### src/rtl/imu_frame_deframer_macros.svh
// ----------------------------------------------------------------------------
// Assertion macros for the IMU frame deframer
// Concurrent assertion wrappers that compile away in synthesis builds.
// ----------------------------------------------------------------------------
`ifndef IMU_FRAME_DEFRAMER_MACROS_SVH
`define IMU_FRAME_DEFRAMER_MACROS_SVH

`ifndef SYNTHESIS

// Condition holds at every clock edge outside reset.
`define IFD_ASSERT_ALWAYS(lbl, clk, rstn, cond, msg) \
	lbl: assert property (@(posedge clk) disable iff (!rstn) (cond)) else $error(msg);

// Antecedent implies consequent in the same cycle.
`define IFD_ASSERT_SAME(lbl, clk, rstn, ante, cons, msg) \
	lbl: assert property (@(posedge clk) disable iff (!rstn) (ante) |-> (cons)) else $error(msg);

// Antecedent implies consequent in the next cycle.
`define IFD_ASSERT_NEXT(lbl, clk, rstn, ante, cons, msg) \
	lbl: assert property (@(posedge clk) disable iff (!rstn) (ante) |=> (cons)) else $error(msg);

`else

`define IFD_ASSERT_ALWAYS(lbl, clk, rstn, cond, msg)
`define IFD_ASSERT_SAME(lbl, clk, rstn, ante, cons, msg)
`define IFD_ASSERT_NEXT(lbl, clk, rstn, ante, cons, msg)

`endif

`endif

### src/rtl/ifd_pkg.sv
// ----------------------------------------------------------------------------
// IMU frame deframer package
// Byte codes, frame geometry and shared types of the deframer.
// ----------------------------------------------------------------------------
package ifd_pkg;

	// Header and separator byte codes.
	localparam logic [7:0] CHAR_I     = 8'h69;
	localparam logic [7:0] CHAR_T     = 8'h74;
	localparam logic [7:0] CHAR_S     = 8'h73;
	localparam logic [7:0] CHAR_COLON = 8'h3A;

	// Frame geometry: 14 words of four data bytes, each but the last followed by a separator slot.
	localparam logic [3:0] LAST_WORD      = 4'd13;
	localparam logic [3:0] ACCEL_SEP_WORD = 4'd7;
	localparam logic [2:0] SUB_LAST_BYTE  = 3'd3;
	localparam logic [2:0] SUB_SEP        = 3'd4;

	// Output bus width: index, value and zero fill to whole bytes.
	localparam int M_TDATA_W = 40;

	// Frame phase, one-hot.
	typedef enum logic [3:0] {
		PH_I    = 4'b0001,
		PH_T    = 4'b0010,
		PH_S    = 4'b0100,
		PH_WORD = 4'b1000
	} phase_t;

	// One completed word.
	typedef struct packed {
		logic [3:0]  word_index;
		logic [31:0] word_value;
		logic        frame_last;
	} word_res_t;

endpackage

### src/rtl/ifd_tracker.sv
// ----------------------------------------------------------------------------
// IMU frame deframer position tracker
// Follows the frame position byte by byte and assembles little-endian words.
// ----------------------------------------------------------------------------
`include "imu_frame_deframer_macros.svh"

module ifd_tracker
	import ifd_pkg::*;
(
	input  logic       clk,
	input  logic       arst_n,
	input  logic       step,      // consume rx_byte this cycle
	input  logic [7:0] rx_byte,
	output logic       emit,      // rx_byte completes a word
	output word_res_t  res
);

	phase_t      phase_q, phase_d;
	logic [3:0]  slot_q, slot_d;
	logic [2:0]  sub_q, sub_d;
	logic [23:0] word_bytes_q;

	// A word completes on its fourth byte.
	assign emit = (phase_q == PH_WORD) && (sub_q == SUB_LAST_BYTE);

	assign res.word_index = slot_q;
	assign res.word_value = {rx_byte, word_bytes_q};
	assign res.frame_last = (slot_q == LAST_WORD);

	// Next position of the frame.
	always_comb begin
		phase_d = phase_q;
		slot_d  = slot_q;
		sub_d   = sub_q;
		case (phase_q)
			PH_I: begin
				phase_d = (rx_byte == CHAR_I) ? PH_T : PH_I;
			end
			PH_T: begin
				phase_d = (rx_byte == CHAR_T) ? PH_S : PH_I;
			end
			PH_S: begin
				phase_d = (rx_byte == CHAR_S) ? PH_WORD : PH_I;
				slot_d  = 4'd0;
				sub_d   = 3'd0;
			end
			PH_WORD: begin
				if (sub_q == SUB_SEP) begin
					if (rx_byte == CHAR_COLON) begin
						slot_d = slot_q + 4'd1;
						sub_d  = 3'd0;
					end else if (slot_q == ACCEL_SEP_WORD && rx_byte == CHAR_I) begin
						phase_d = PH_T;
					end else begin
						phase_d = PH_I;
					end
				end else if (sub_q == SUB_LAST_BYTE && slot_q == LAST_WORD) begin
					phase_d = PH_I;
				end else begin
					sub_d = sub_q + 3'd1;
				end
			end
			default: begin
				phase_d = PH_I;
			end
		endcase
	end

	// Position registers.
	always_ff @(posedge clk or negedge arst_n) begin
		if (!arst_n) begin
			phase_q <= PH_I;
			slot_q  <= 4'd0;
			sub_q   <= 3'd0;
		end else if (step) begin
			phase_q <= phase_d;
			slot_q  <= slot_d;
			sub_q   <= sub_d;
		end
	end

	// First three bytes of the current word.
	always_ff @(posedge clk or negedge arst_n) begin
		if (!arst_n) begin
			word_bytes_q <= 24'd0;
		end else if (step && phase_q == PH_WORD) begin
			case (sub_q)
				3'd0:    word_bytes_q[7:0]   <= rx_byte;
				3'd1:    word_bytes_q[15:8]  <= rx_byte;
				3'd2:    word_bytes_q[23:16] <= rx_byte;
				default: word_bytes_q        <= word_bytes_q;
			endcase
		end
	end

	`IFD_ASSERT_SAME(a_slot_range, clk, arst_n, phase_q == PH_WORD, slot_q <= LAST_WORD, "word slot beyond last word")
	`IFD_ASSERT_SAME(a_sub_range, clk, arst_n, phase_q == PH_WORD, sub_q <= SUB_SEP, "sub position beyond separator")
	`IFD_ASSERT_NEXT(a_frame_end, clk, arst_n, step && emit && res.frame_last, phase_q == PH_I, "frame did not restart after last word")
	`IFD_ASSERT_NEXT(a_sep_follows, clk, arst_n, step && emit && !res.frame_last, sub_q == SUB_SEP, "separator slot skipped after word")

endmodule

### src/rtl/imu_frame_deframer.sv
// ----------------------------------------------------------------------------
// IMU frame deframer
// Streaming deframer that extracts the 14 raw 32-bit words of a sensor frame.
// ----------------------------------------------------------------------------
// Accepts one received byte per clock when the output does not stall; that
// sustained rate is set by the frame position update between the input register
// and the output register. A completed word is loaded into the output register
// once that register is free. A byte that completes a word waits in the input
// register while the output still holds an unaccepted word; all other bytes
// keep flowing during an output stall.
// A frame is the header "its", then 14 little-endian words with a ':' between
// neighbors; the final word is marked with m_tlast.
// Bytes that break the header or a separator send the deframer back to waiting
// for the header; an 'i' in the separator before the accel words counts as a
// new header start.
`include "imu_frame_deframer_macros.svh"

module imu_frame_deframer
	import ifd_pkg::*;
(
	input  logic                 clk,
	input  logic                 arst_n,
	input  logic                 s_tvalid,
	output logic                 s_tready,
	input  logic [7:0]           s_tdata,   // [7:0] rx_byte
	output logic                 m_tvalid,
	input  logic                 m_tready,
	output logic [M_TDATA_W-1:0] m_tdata,   // [3:0] word_index, [35:4] word_value, zero fill
	output logic                 m_tlast    // frame_last
);

	logic      s1_valid_q;
	logic [7:0] rx_byte_s1;
	logic      out_valid_q;
	word_res_t out_q;
	word_res_t res;
	logic      emit;
	logic      out_free;
	logic      fire;

	// A byte that completes no word steps even while the output stalls.
	assign out_free = !out_valid_q || m_tready;
	assign fire     = s1_valid_q && (!emit || out_free);
	assign s_tready = !s1_valid_q || fire;

	// Input register.
	always_ff @(posedge clk or negedge arst_n) begin
		if (!arst_n) begin
			s1_valid_q <= 1'b0;
		end else if (s_tvalid && s_tready) begin
			s1_valid_q <= 1'b1;
		end else if (fire) begin
			s1_valid_q <= 1'b0;
		end
	end

	always_ff @(posedge clk) begin
		if (s_tvalid && s_tready) begin
			rx_byte_s1 <= s_tdata;
		end
	end

	ifd_tracker u_tracker (
		.clk     (clk),
		.arst_n  (arst_n),
		.step    (fire),
		.rx_byte (rx_byte_s1),
		.emit    (emit),
		.res     (res)
	);

	// Output register.
	always_ff @(posedge clk or negedge arst_n) begin
		if (!arst_n) begin
			out_valid_q <= 1'b0;
		end else if (fire && emit) begin
			out_valid_q <= 1'b1;
		end else if (m_tready) begin
			out_valid_q <= 1'b0;
		end
	end

	always_ff @(posedge clk) begin
		if (fire && emit) begin
			out_q <= res;
		end
	end

	assign m_tvalid = out_valid_q;
	assign m_tdata  = {4'd0, out_q.word_value, out_q.word_index};
	assign m_tlast  = out_q.frame_last;

	`IFD_ASSERT_NEXT(a_word_loaded, clk, arst_n, fire && emit, m_tvalid, "completed word did not reach the output")
	`IFD_ASSERT_NEXT(a_s1_held, clk, arst_n, s1_valid_q && !fire, s1_valid_q, "stalled byte dropped from input register")
	`IFD_ASSERT_SAME(a_last_index, clk, arst_n, m_tvalid && m_tlast, m_tdata[3:0] == LAST_WORD, "frame end flagged on a word other than the last")

endmodule

### config.mk
export PLATFORM = sky130hd
export DESIGN_NAME = imu_frame_deframer
export DESIGN_NICKNAME = d
export VERILOG_FILES = /design/src/rtl/ifd_pkg.sv /design/src/rtl/ifd_tracker.sv /design/src/rtl/imu_frame_deframer.sv
export VERILOG_INCLUDE_DIRS = /design/src /design/src/rtl
export SDC_FILE = /design/constraint.sdc
export NUM_CORES = 1
export LEC_CHECK = 0
export ABC_CLOCK_PERIOD_IN_PS = 2400
export BUFFER_PORTS_ARGS = -buffer_cell sky130_fd_sc_hd__buf_2
export CORE_MARGIN = 2
export CORE_UTILIZATION = 30
export DETAILED_ROUTE_END_ITERATION = 7
export MAX_ROUTING_LAYER = met4
export PLACE_DENSITY = 0.53
export REMOVE_ABC_BUFFERS = 1
export SYNTH_ARGS = -nofsm -noshare
export SYNTH_HDL_FRONTEND = slang
export SYNTH_SLANG_ARGS = --single-unit
### constraint.sdc
create_clock -name clk -period 2.4 [get_ports clk]
set_input_delay 0.36 -clock clk [delete_from_list [all_inputs] [get_ports clk]]
set_output_delay 0.36 -clock clk [all_outputs]
set_load 0.05 [all_outputs]
## After elaboration in Yosys (flattened, before gate mapping)

Cells that the tools add are included.

- Input bits: 12
- Bits in registers: 82
- Word-level logic and storage cells: 76
- Output and inout bits: 43

- Reductions and logical operators: 23
- Add/sub/neg operators: 2
- Multiplexer cells: 19
- Eq/ne operators: 20

Operators with widths:

| cell | number |
|---|---|
| 8-bit by 7-bit == test with 1-bit output, second input constant | 3 |
| 4-bit two-way mux | 6 |
| 4-bit one-hot mux with 4 select lines | 1 |
| 3-bit two-way mux | 4 |
| 3-bit inequality test, second input constant | 4 |
| 4-bit by 3-bit == test with 1-bit output, second input constant | 2 |
| 4-bit == test, second input constant | 2 |
| 8-bit by 6-bit == test with 1-bit output, second input constant | 1 |
| 4-bit one-hot mux with 2 select lines | 1 |
| 4-bit AND reduction | 2 |
| 1-bit logical AND | 7 |
| 3-bit by 2-bit == test with 1-bit output, second input constant | 2 |
| 3-bit one-hot mux with 2 select lines | 1 |
| 2-bit AND reduction | 3 |
| 2-bit nonzero test | 3 |
| 4-bit by 1-bit adder with 4-bit output, second input constant | 1 |
| 4-bit by 1-bit == test with 1-bit output, second input constant | 1 |
| 4-bit by 2-bit == test with 1-bit output, second input constant | 1 |
| 1-bit two-way mux | 4 |
| 2-bit two-way mux | 2 |
| 2-bit inequality test, second input constant | 2 |
| 3-bit by 1-bit adder with 3-bit output, second input constant | 1 |
| 3-bit by 1-bit == test with 1-bit output, second input constant | 1 |
| 3-bit == test, second input constant | 1 |
| 4 further kinds | 8 |

## Logic depth before layout (Yosys ltp)

Gate-level depths: netlist of the first run.

- Depth in word-level cells: 8
- Gate-level depth with buffers: 7
- Mapped depth without buffers: 7

## Cells and area by module

A second synthesis of the first run with hierarchy kept.

- Cell total of the unflattened synthesis: 218
- Area total of the unflattened synthesis: 3443.3 sq um

By module, submodules not included:

| module | times used | cells an instance | area an instance (sq um) | seq. area each (sq um) |
|---|---|---|---|---|
| ifd_tracker | 1 | 158 | 1940.6 | 877.1 |
| imu_frame_deframer | 1 | 60 | 1502.7 | 1401.3 |

## Least setup slack after synthesis of the first run

No wires, ideal clock.

- Path kind: register to register
- Start: register u_tracker.phase_q[1]
- End: register out_q, in the netlist m_tdata[0], enable pin
- Slack: -0.194 ns
- Library setup time: 0.399 ns
- Cell stages (with the launch flop): 4
- Data required time: 2.001 ns
- Clock period less this slack: 2.594 ns
- Data arrival time: 2.195 ns
- Path buffers: 0
- Path through: dfrtp_1 -> or4b_1 -> nor2_1 -> and2_1

- Word-level cells in the longest chain between the ends: 6

RTL lines:

| what | line | source |
|---|---|---|
| from (decl) | ifd_tracker.sv:18 | `phase_t phase_q, phase_d;` |
| from (signal assigned) | ifd_tracker.sv:76 | `phase_q <= phase_d;` |
| 4-bit == test (*) | ifd_tracker.sv:24 | `assign emit = (phase_q == PH_WORD) && (sub_q == SUB_LAST_BYTE);` |
| 1-bit logical AND (*) | ifd_tracker.sv:24 |  |
| 1-bit logical NOT | imu_frame_deframer.sv:43 | `assign fire = s1_valid_q && (!emit \|\| out_free);` |
| 1-bit logical OR | imu_frame_deframer.sv:43 |  |
| 1-bit logical AND | imu_frame_deframer.sv:43 |  |
| 1-bit logical AND (*) | imu_frame_deframer.sv:84 | `if (fire && emit) begin` |
| to (signal assigned) | imu_frame_deframer.sv:85 | `out_q <= res;` |
| to (decl) | imu_frame_deframer.sv:35 | `word_res_t out_q;` |

Every way passes the cells marked *; elsewhere a longest branch is shown, timed or not.
A chain may end at the register's enable or synchronous reset.

## Worst setup path in the final report of the first run

- Start: register u_tracker.sub_q[0]
- End: register u_tracker.word_bytes_q[13]

- Word-level cells in the longest chain between the ends: 7
- Elaborated cells on any way between the ends: 8
- Classes of those cells: 2 x eq/ne; 6 x reduce/logical

RTL lines:

| what | line | source |
|---|---|---|
| from (decl) | ifd_tracker.sv:20 | `logic [2:0] sub_q, sub_d;` |
| from (signal assigned) | ifd_tracker.sv:78 | `sub_q <= sub_d;` |
| 3-bit by 2-bit == test with 1-bit output | ifd_tracker.sv:24 |  |
| 1-bit logical AND | ifd_tracker.sv:24 |  |
| 1-bit logical NOT | imu_frame_deframer.sv:43 |  |
| 1-bit logical OR | imu_frame_deframer.sv:43 |  |
| 1-bit logical AND | imu_frame_deframer.sv:43 |  |
| 1-bit logical AND | ifd_tracker.sv:86 | `end else if (step && phase_q == PH_WORD) begin` |
| 2-bit AND reduction (no source line) (*) | n/a |  |
| to (signal assigned) | ifd_tracker.sv:89 | `3'd1: word_bytes_q[15:8] <= rx_byte;` |
| to (signal assigned) | ifd_tracker.sv:91 | `default: word_bytes_q <= word_bytes_q;` |
| to (decl) | ifd_tracker.sv:21 | `logic [23:0] word_bytes_q;` |

Marks and branches as above.

==> impl_metrics.csv, run 1 <==
group,metric,value,unit
placement,gp_congestion,0.8092,
layout,fill_cells,1010,
critical_path,cp-start-kind,"register",
detailed_routing,wl_per_cell,14.12,microns
sta,final.period_utilization,0.9457,
hold_path,worstHoldPathType,"in2async",
status,status,"finished clean",
clocking,cts_tree,"built",
flow_run,max_cap_viol_count,0,
pwr,ir_worst_vdd,0.2690,mV
floorplan,io_pins,55,
sta,worst_slew_pin_slew,0.8263,ns
sta,fin_skew,0.01497,ns
global_routing,grt_start_max_net_pins,38,
logic_synthesis,synthFlopType,"edfxtp_1",
layout,stdcell_count,415,
logic_synthesis,avgSynthCellArea,15.67,sq um
sta,setup_viol,0,
critical_path,r2r_cells,7,
logic_synthesis,yosys.area.top_type,"edfxtp_1",
placement,dpl.hpwl,4102,microns
logic_synthesis,synthTopCellsByArea,"edfxtp_1, dfrtp_1, mux2_2, ha_1, nor4b_4",
floorplan,dieArea,11610,sq um
layout,layout-drive-gt1-share,0.3943,
layout,nets,293,
sta,hold_viol,0,
logic_synthesis,synth_edf_count,45,
sta,slew_viol_final,0,
logic_synthesis,yosysWarnings,0,
global_routing,track_usage,0.1104,
detailed_routing,vias_per_cell,4.511,
clocking,clkSlewWorstSetupHoldPaths,0.10,ns
critical_path,cp.required,2.64,ns
sta,max_freq,0.4406,GHz
logic_synthesis,synth_cell_types,42,
logic_synthesis,ys_seq_area_frac,0.7058,
logic_synthesis,syn_area,3228,sq um
critical_path,worstSetupPathType,"reg2reg",
clocking,clock-root-buffer,"clkbuf_8",
sta,fin_crit,2.270,ns
floorplan,dieWidth,107.7,microns
logic_synthesis,syn_inst,206,
global_routing,grt_antenna_before_repair,0,
detailed_routing,drt.antenna.violating_nets,0,
sta,rsz0062_at_grt,"no",
floorplan,num_rows,37,
global_routing,grt_pass1_vias,1804,
pwr,p_leak,1.795,nW
logic_synthesis,synthArstFlopShare,0.4512,
detailed_routing,drt_iter0_markers,75,
detailed_routing,dr_total_vias,1872,
logic_synthesis,synth_seq_cells,82,
global_routing,gr-usage-met1,0.1345,
placement,dp.cells,399,
placement,io_buffer_count,50,
clocking,numCtsBuffers,9,
critical_path,end_kind,"register",
clocking,ctsResizeCount,2,
floorplan,die_h,107.7,microns
clocking,h-tree-depth,3,
clocking,holdBufCountCts,0,
logic_synthesis,synth_top_area_share,0.4186,
detailed_routing,drc,0,
detailed_routing,drt_first_pass_iters,4,
clocking,worstSkewPairLatency,0.36,ns
sta,max_slew_margin,0.4492,
floorplan,coreArea,10370,sq um
layout,n_antenna_cell,0,
clocking,cts.sinks,82,
detailed_routing,finalWirelength,5858,microns
global_routing,gr-max-usage-layer,"met2",
critical_path,r2r-start,"u_tracker.sub_q[0]$_DFFE_PN0P_",
global_routing,grt_overflow,0,
critical_path,r2r-end,"u_tracker.word_bytes_q[13]$_DFFE_PN0P_",
pwr,pwr_density_cell,663.4,nW/um^2
global_routing,grt_pass1_wl,9239,microns
critical_path,crit_arrival,2.51,ns
global_routing,use_met2,0.1725,
layout,final_util,0.3777,
critical_path,cp_max_fo,8,
critical_path,reg2reg_slack,0.13,ns
clocking,cts_buffer_depth,2,
global_routing,gr-usage-met3,0.02603,
floorplan,start_util,0.3113,
clocking,post-cts-setup-buffers,0,
layout,syn2layout_area_growth,21.32,%
## kinds of logic (layout without fill, tap and decap cells)
kind of cell    Yosys count  count (layout)  synth area share
mux                      26              26           0.09070
buf+inv                  13              83           0.01977
compound gates           24              24           0.05194
xor+xnor                  1               1          0.002714
fa+ha+maj                 7               7           0.02713
other cells               1               4          0.001162
flops                    82              82            0.7058
simple gates             52              52            0.1008
## sequential cells by signal (all words and copies together) (netlist names)
register,cells
m_tvalid,1
u_tracker.sub_q,3
m_tdata,36
m_tlast,1
u_tracker.word_bytes_q,24
u_tracker.phase_q,4
s1_valid_q,1
u_tracker.slot_q,4
rx_byte_s1,8
## through the flow
step                hold WS [ns]  power, W  worst slack [ns]  cell area, sq um  TNS, ns
global placement          0.4264  0.001673            0.1544              3704        0
CTS                       0.1173  0.002631           0.06028              3902        0
finish                   0.07877  0.002598            0.1304              3916        0
detailed placement        0.4286  0.001673           0.09520              3704        0
floorplan                0.06441  0.001616           -0.1938              3209   -7.170
global route              0.1435  0.002718          0.007172              3916        0
## layout make-up
cell class | count | area [sq um] | share of cell area
Tap cell | 136 | 170.2 | 0.04345
Inverter | 9 | 33.78 | 0.008626
Timing Repair Buffer | 58 | 322.8 | 0.08243
Clock buffer | 9 | 123.9 | 0.03163
Multi-Input combinational cell | 114 | 920.9 | 0.2351
Sequential cell | 82 | 2278 | 0.5818
Clock inverter | 7 | 66.31 | 0.01693
## synthesized netlist by cell type (3+ instances only)
master	instances
edfxtp_1	45
a21oi_1	3
nor2_1	11
nand3_1	4
o21ai_0	6
nand2_1	12
dfrtp_1	36
ha_1	7
nor4bb_1	4
mux2_2	26
buf_4	4
inv_1	9
## routing by layer
metal	share of wire	up-vias	wire length (microns)
met3	0.044	11	257
met2	0.49	55	2892
li1	-	902	-
met5	0	-	0
met4	0.021	0	125
met1	0.44	904	2582
## power by group
part           switching, W  total (W)  internal, W
Clock              0.000551   0.000955     0.000404
Sequential        0.0000286    0.00153      0.00150
Combinational     0.0000668   0.000111    0.0000439
Total              0.000647    0.00260      0.00195
## cells in the final DEF (no fill, tap or decap), types with 2 or more instances in the layout
cell type | Yosys | final
inv_6 | 0 | 2
inv_8 | 0 | 3
o21ai_0 | 6 | 6
nor4b_4 | 2 | 2
edfxtp_1 | 45 | 45
mux2_2 | 26 | 26
nand4_1 | 2 | 2
buf_2 | 0 | 50
nand2_1 | 12 | 12
nor2b_1 | 2 | 2
dfrtp_1 | 36 | 36
conb_1 | 1 | 4
clkinvlp_4 | 0 | 2
o311ai_0 | 2 | 2
inv_1 | 9 | 9
or3_1 | 2 | 2
ha_1 | 7 | 7
a21oi_1 | 3 | 3
clkbuf_8 | 0 | 9
nand3_1 | 4 | 4
a21o_1 | 2 | 2
nor2_1 | 11 | 11
nor4bb_1 | 4 | 4
and3_1 | 2 | 2
buf_4 | 4 | 7
a22o_1 | 2 | 2
## how the worst max path moves through the flow
stage | startpoint | to | slack [ns] | cells after the start
floorplan | u_tracker.phase_q[1]$_DFFE_PN0P_ | m_tdata[0]$_DFFE_PP_ | -0.19 | 3
global placement | u_tracker.sub_q[0]$_DFFE_PN0P_ | u_tracker.phase_q[3]$_DFFE_PN0P_ | 0.15 | 6
detailed placement | u_tracker.sub_q[0]$_DFFE_PN0P_ | u_tracker.phase_q[2]$_DFFE_PN0P_ | 0.1 | 6
CTS | u_tracker.phase_q[1]$_DFFE_PN0P_ | s_tready | 0.06 | 4
global route | u_tracker.sub_q[0]$_DFFE_PN0P_ | u_tracker.word_bytes_q[13]$_DFFE_PN0P_ | 0.007 | 7
finish | u_tracker.sub_q[0]$_DFFE_PN0P_ | u_tracker.word_bytes_q[13]$_DFFE_PN0P_ | 0.13 | 7
## worst max-delay path, stage by stage, from the launching register on
cell      delay, ns
dfrtp_1        0.43
ha_1           0.22
ha_1           0.22
nand3b_1       0.22
nand3_1        0.16
nor2_1         0.20
nand2_1        0.32
mux2_2         0.38
(Power assumes the default switching activity.)
==> run 2, diff against run 1 <==
==> constraint.sdc (replaced) <==
create_clock -name clk -period 2.4 [get_ports clk]
set_input_delay 0.24 -clock clk [delete_from_list [all_inputs] [get_ports clk]]
set_output_delay 0.24 -clock clk [all_outputs]
set_load 0.05 [all_outputs]
==> run 2 against run 1 <==
Net effect: the run now ends with hold timing left; final cell count did not move; register-to-register slack improved by 0.10 ns; count of clock-buffer cells in the layout did not move; fmax rose by 2.4%; power rose by 0.66%; die area did not move; sequential power barely moved; sequential share of layout area barely moved; global-route usage barely moved; clock power rose by 2%; flip-flop and latch count did not move; non-clock buffer count did not move; largest cell class unchanged.
==> impl_metrics.csv, run 2 (synthesis gave the netlist of run 1 again) <==
group,metric,value,unit
status,status,"complete, but fails checks",
status,violations,"hold timing",
clocking,numCtsBuffers,9,
layout,n_antenna_cell,0,
pwr,ir_worst_vdd,0.2348,mV
sta,max_slew_margin,0.4259,
clocking,clkSlewWorstSetupHoldPaths,0.10,ns
global_routing,grt_pass1_wl,9294,microns
flow_run,max_cap_viol_count,0,
floorplan,io_pins,55,
global_routing,grt_pass1_vias,1804,
clocking,cts_buffer_depth,2,
detailed_routing,drt.antenna.violating_nets,0,
detailed_routing,wl_per_cell,14.05,microns
clocking,worstSkewPairLatency,0.36,ns
sta,slew_viol_final,0,
critical_path,worstPathCellList,"or4b_4, nor3_2, inv_1, buf_2",
floorplan,die_h,107.7,microns
layout,final_cell_mix,"buf_2, edfxtp_1, dfrtp_1",
placement,dpl.hpwl,4051,microns
critical_path,slowest_delay,0.62,ns
sta,hold-worst-slack,-0.02012,ns
pwr,pwr_density_cell,667.5,nW/um^2
critical_path,worst-path-buf-inv,2,
sta,rsz0062_at_grt,"no",
sta,worst_slew_pin_slew,0.8611,ns
floorplan,num_rows,37,
sta,timing.final.ws_setup,0.1845,ns
detailed_routing,drc,0,
layout,layout-drive-gt1-share,0.3943,
sta,max_freq,0.4514,GHz
detailed_routing,drt_first_pass_iters,5,
floorplan,dieArea,11610,sq um
layout,syn2layout_area_growth,21.36,%
layout,layout.cells.most_common,"buf_2",
global_routing,track_usage,0.1103,
detailed_routing,drt_iter0_markers,75,
critical_path,cp.required,2.16,ns
critical_path,worstSetupPathType,"reg2out",
critical_path,cp_max_fo,7,
global_routing,grt_overflow,0,
clocking,cts_tree,"built",
critical_path,crit_arrival,1.98,ns
floorplan,start_util,0.3113,
placement,gp_congestion,0.7509,
global_routing,grt_start_max_net_pins,39,
layout,postLayoutCellArea,3918,sq um
detailed_routing,finalWirelength,5830,microns
global_routing,grt_antenna_before_repair,0,
pwr,p_leak,1.788,nW
critical_path,end_kind,"primary output",
hold_path,worstHoldPathType,"in2async",
detailed_routing,dr_total_vias,1871,
sta,fin_crit,2.216,ns
critical_path,critPathTopFamily,"simple AND/OR/NAND/NOR gates",
layout,nets,293,
sta,fin_skew,0.01079,ns
layout,largest_register_ffs,36,
floorplan,dieWidth,107.7,microns
clocking,h-tree-depth,3,
clocking,cts.sinks,82,
placement,post-place-ws,0.1065,ns
floorplan,coreArea,10370,sq um
sta,hold_viol,10,
clocking,clock-root-buffer,"clkbuf_8",
sta,final.period_utilization,0.9231,
critical_path,cp-start-kind,"register",
layout,final_util,0.3778,
placement,io_buffer_count,50,
critical_path,slowest_stage,"or4b_4",
detailed_routing,vias_per_cell,4.508,
sta,setup_viol,0,
placement,placed_cell_area,3704,sq um
## run 2: final cells by class
cell class	count	area (sq um)
fillers	997	6452
repair buffers	58	322.8
inverters	9	33.78
clock buffers	9	123.9
well taps	136	170.2
multi-input cells	114	914.6
clock inverters	7	73.82
flip-flops and latches	82	2278
## run 2: path summary, 6_finish.rpt
path	from	to	slack, ns	cells past startpoint
worst max-delay path	u_tracker.phase_q[1]$_DFFE_PN0P_	s_tready	0.18	4
worst min-delay path	arst_n	u_tracker.word_bytes_q[23]$_DFFE_PN0P_	-0.02	1
worst max register to register	u_tracker.sub_q[0]$_DFFE_PN0P_	u_tracker.word_bytes_q[12]$_DFFE_PN0P_	0.23	7
worst min register to register	u_tracker.word_bytes_q[5]$_DFFE_PN0P_	m_tdata[9]$_DFFE_PP_	0.44	0
max in group asynchronous	arst_n	u_tracker.sub_q[0]$_DFFE_PN0P_	1.87	1
min in group clk	s_tdata[2]	rx_byte_s1[2]$_DFFE_PP_	0.06	1
## run 2: per-stage QoR
stage	setup TNS, ns	power, W	std cells
after floorplan	-7.170	0.001616	205
after global placement	0	0.001672	399
after detailed placement	0	0.001672	399
after CTS	0	0.002646	415
after global routing	0	0.002723	415
final	0	0.002615	415
## run 2: report_power, final
| group | leakage [nW] | internal (W) | total, W | switching, W |
|---|---|---|---|---|
| clock network | 0.0942 | 0.000407 | 0.000973 | 0.000566 |
| logic | 0.705 | 0.0000439 | 0.000110 | 0.0000660 |
| registers | 0.989 | 0.00150 | 0.00153 | 0.0000286 |
## run 2: worst reg2reg max path, delay by kind of cell (launching register included)
family                     cells  cell delay [ns]
adders and majority gates      2             0.43
DFF                            1             0.44
and+or+nand+nor                4             0.83
muxes                          1             0.37
## run 2: layer usage
| metal | up-vias | part of all wire | GRT usage |
|---|---|---|---|
| met1 | 907 | 0.46 | 0.1414 |
| met2 | 51 | 0.47 | 0.1640 |
| met3 | 13 | 0.045 | 0.02421 |
| met5 | - | 0 | - |
| met4 | 0 | 0.024 | 0.05769 |
| li1 | 900 | - | - |
## run 2: what timing repair did
item / 4_1_cts / 5_1_grt
hold buffers: 0 / 0
resized for setup: 1 / 2
endpoints found under the setup margin: 1 / 4
setup buffers: 0 / 0
==> run 3, diff against run 2 <==
- ABC_AREA: not set -> 1
- ABC_CLOCK_PERIOD_IN_PS: 2400 -> 1800
- PLACE_DENSITY: 0.53 -> 0.52
- clock period: 2.4 -> 1.8 ns (I/O delays scaled with it)
==> run 3 against run 2 <==
Net effect: critical endpoint is now m_tdata[21]$_DFFE_PP_; the run now ends clean; largest cell class unchanged; area after synthesis increased by 5.4%; clock skew decreased by 0.0024 ns; flip-flop and latch count unchanged; highest routed layer unchanged; routed wire length increased by 17%; combinational power increased by 8%; count of clock-buffer cells in the layout increased by 1; sequential power increased by 33%; largest power group unchanged; sequential share of layout area decreased by 4.7 points; utilization increased by 1.2 points.
==> impl_metrics.csv, run 3 <==
group,metric,value,unit
status,status,"finished clean",
logic_synthesis,synth_common_cells,"nand2_1, edfxtp_1, dfrtp_1",
pwr,ir_worst_vdd,0.3808,mV
critical_path,cp-start-kind,"register",
detailed_routing,finalWirelength,6850,microns
clocking,worstSkewPairLatency,0.33,ns
detailed_routing,drt_first_pass_iters,4,
sta,rsz0062_at_grt,"yes",
pwr,p_clk_frac,0.446,
floorplan,coreArea,10940,sq um
detailed_routing,wl_per_cell,12.92,microns
layout,layout-drive-gt1-share,0.2718,
pwr,internal-power,0.003021,W
global_routing,grt_antenna_before_repair,0,
logic_synthesis,synth_seq_cells,82,
placement,io_buffer_count,50,
global_routing,grt_pass1_vias,2278,
layout,layout.cells.most_common,"nand2_1",
clocking,clkSlewWorstSetupHoldPaths,0.06,ns
logic_synthesis,synth_cell_types,26,
sta,hold_viol,0,
layout,syn2layout_area_growth,25.34,%
logic_synthesis,yosys.area.top_type,"edfxtp_1",
floorplan,start_util,0.3111,
sta,finalSetupTns,0,ns
floorplan,dieArea,12210,sq um
clocking,clock-root-buffer,"clkbuf_16",
clocking,cts.sinks,82,
hold_path,hp-start,"s_tdata[3]",
critical_path,cp-startpoint,"u_tracker.sub_q[1]$_DFFE_PN0P_",
layout,largest_register_ffs,36,
pwr,combPwrFrac,0.031,
logic_synthesis,synth_edf_count,45,
clocking,cts_buffer_depth,2,
placement,dpl.hpwl,4909,microns
sta,fin_crit,1.719,ns
pwr,seqPwrFrac,0.524,
global_routing,track_usage,0.1202,
floorplan,io_pins,55,
logic_synthesis,syn_area,3402,sq um
clocking,numCtsBuffers,9,
critical_path,cp_max_fo,19,
logic_synthesis,avgSynthCellArea,10.80,sq um
logic_synthesis,synth_top_area_share,0.3972,
detailed_routing,drt.antenna.violating_nets,0,
layout,final_cell_mix,"nand2_1, buf_2, edfxtp_1",
detailed_routing,drc,0,
critical_path,worstSetupPathType,"reg2reg",
layout,fill_cells,1085,
detailed_routing,vias_per_cell,4.326,
pwr,power.switching,0.0008665,W
sta,setup_viol,0,
logic_synthesis,synth_most_common_cell,"nand2_1",
sta,fin_skew,0.008357,ns
floorplan,dieWidth,110.5,microns
critical_path,cp.required,1.85,ns
critical_path,r2r-start,"u_tracker.sub_q[1]$_DFFE_PN0P_",
placement,dp.cells,513,
sta,max_freq,0.5817,GHz
logic_synthesis,synthArstFlopShare,0.4512,
global_routing,grt_overflow,0,
logic_synthesis,yosysWarnings,0,
pwr,p_sw_frac,0.2229,
logic_synthesis,synthFlopType,"edfxtp_1",
clocking,h-tree-depth,3,
critical_path,end_kind,"register",
logic_synthesis,ys_seq_area_frac,0.6697,
floorplan,num_rows,38,
sta,slew_viol_final,0,
pwr,p_leak,2.055,nW
pwr,pwr_density_cell,911.8,nW/um^2
hold_path,worstHoldPathType,"in2reg",
floorplan,die_h,110.5,microns
detailed_routing,drt_iter0_markers,113,
logic_synthesis,synthTopCellsByArea,"edfxtp_1, dfrtp_1, nand2_1, o21ai_1, inv_1",
layout,nets,404,
global_routing,grt_pass1_wl,11250,microns
layout,final_util,0.3899,
critical_path,crit_arrival,1.77,ns
flow_run,max_cap_viol_count,0,
layout,n_antenna_cell,0,
global_routing,grt_start_max_net_pins,20,
placement,gp_congestion,0.7831,
logic_synthesis,syn_inst,315,
sta,final.period_utilization,0.9550,
clocking,cts_tree,"built",
detailed_routing,dr_total_vias,2293,
layout,stdcell_count,530,
[run 3: cell count changes in the layout (fill, tap and decap cells not counted), moves of 9 or more]
| cell | before | now |
|---|---|---|
| nand2_1 | 12 | 100 |
| mux2_2 | 26 | 0 |
| o21ai_1 | 0 | 20 |
| inv_1 | 9 | 23 |
| clkbuf_16 | 0 | 9 |
| nor2_1 | 11 | 20 |
[run 3: worst max-delay path, stage by stage (launching register included)]
cell and delay, ns:
dfrtp_1 0.39, ha_2 0.21, ha_4 0.17, nand2_4 0.08, nor2_4 0.04, nor2_4 0.09, nand2_2 0.10, nor2_4 0.17
buf_12 0.18
[run 3: logic make-up after synthesis]
logic type | Yosys count | share of synthesized area
simple gates | 155 | 0.2023
fa+ha+maj | 7 | 0.02574
compound gates | 36 | 0.05333
flops | 82 | 0.6697
buf+inv | 34 | 0.04781
other cells | 1 | 0.001102
[run 3: worst paths after layout]
kind | end | slack, ns | cells after the start
max in group asynchronous | u_tracker.phase_q[0]$_DFFE_PN1P_ | 0.90 | 3
hold reg to reg | m_tdata[14]$_DFFE_PP_ | 0.44 | 0
setup reg to reg | m_tdata[21]$_DFFE_PP_ | 0.08 | 8
hold / removal | rx_byte_s1[3]$_DFFE_PP_ | 0.02 | 1
setup / recovery | m_tdata[21]$_DFFE_PP_ | 0.08 | 8
min in group asynchronous | u_tracker.slot_q[0]$_DFFE_PN0P_ | 0.35 | 2
[run 3: cell type report]
class                   instances  area (sq um)  area share
flip-flops and latches         82          2278      0.5343
multi-input cells             202          1017      0.2386
repair buffers                 64         409.1     0.09595
clock buffers                  10         239.0     0.05604
well taps                     140         175.2     0.04108
inverters                      26         97.59     0.02289
clock inverters                 6         47.55     0.01115
[run 3: stage by stage]
stage	worst slack [ns]	cell area (sq um)	hold slack, ns	power [W]
after CTS	0.05973	4248	0.009779	0.003942
after floorplan	-1.608	3348	-0.1156	0.002124
after detailed placement	-0.02973	3916	0.1761	0.002194
after global routing	-0.01410	4264	0.006204	0.004045
final	0.08103	4264	0.01994	0.003888
after global placement	-0.003223	3916	0.1778	0.002193
[run 3: per-layer routing]
metal | GRT usage | routed length (microns) | part of all wire | vias up
li1 | - | - | - | 1168
met1 | 0.1532 | 3235 | 0.47 | 1068
met2 | 0.1840 | 3228 | 0.47 | 52
met3 | 0.04171 | 340 | 0.050 | 5
met4 | 0.03167 | 46 | 0.0067 | 0
met5 | - | 0 | 0 | -
[run 3: power groups by stage]
| stage | Combinational (W) | Clock, W | Sequential [W] |
|---|---|---|---|
| 2_1_floorplan | 0.0000686 | 0 | 0.00206 |
| 3_3_place_gp | 0.000119 | 0 | 0.00207 |
| 3_5_place_dp | 0.000120 | 0 | 0.00207 |
| 4_1_cts | 0.000122 | 0.00178 | 0.00204 |
| 5_1_grt | 0.000139 | 0.00187 | 0.00204 |
| 6_report | 0.000119 | 0.00173 | 0.00204 |
[run 3: what timing repair did]
| action | 4_1_cts | 5_1_grt |
|---|---|---|
| pin swaps | 4 | 1 |
| hold buffers | 1 | 0 |
| setup buffers | 1 | 0 |
| endpoints found under the hold margin | 18 | 0 |
| setup endpoints to repair | 49 | 10 |
| gates resized for setup | 9 | 6 |
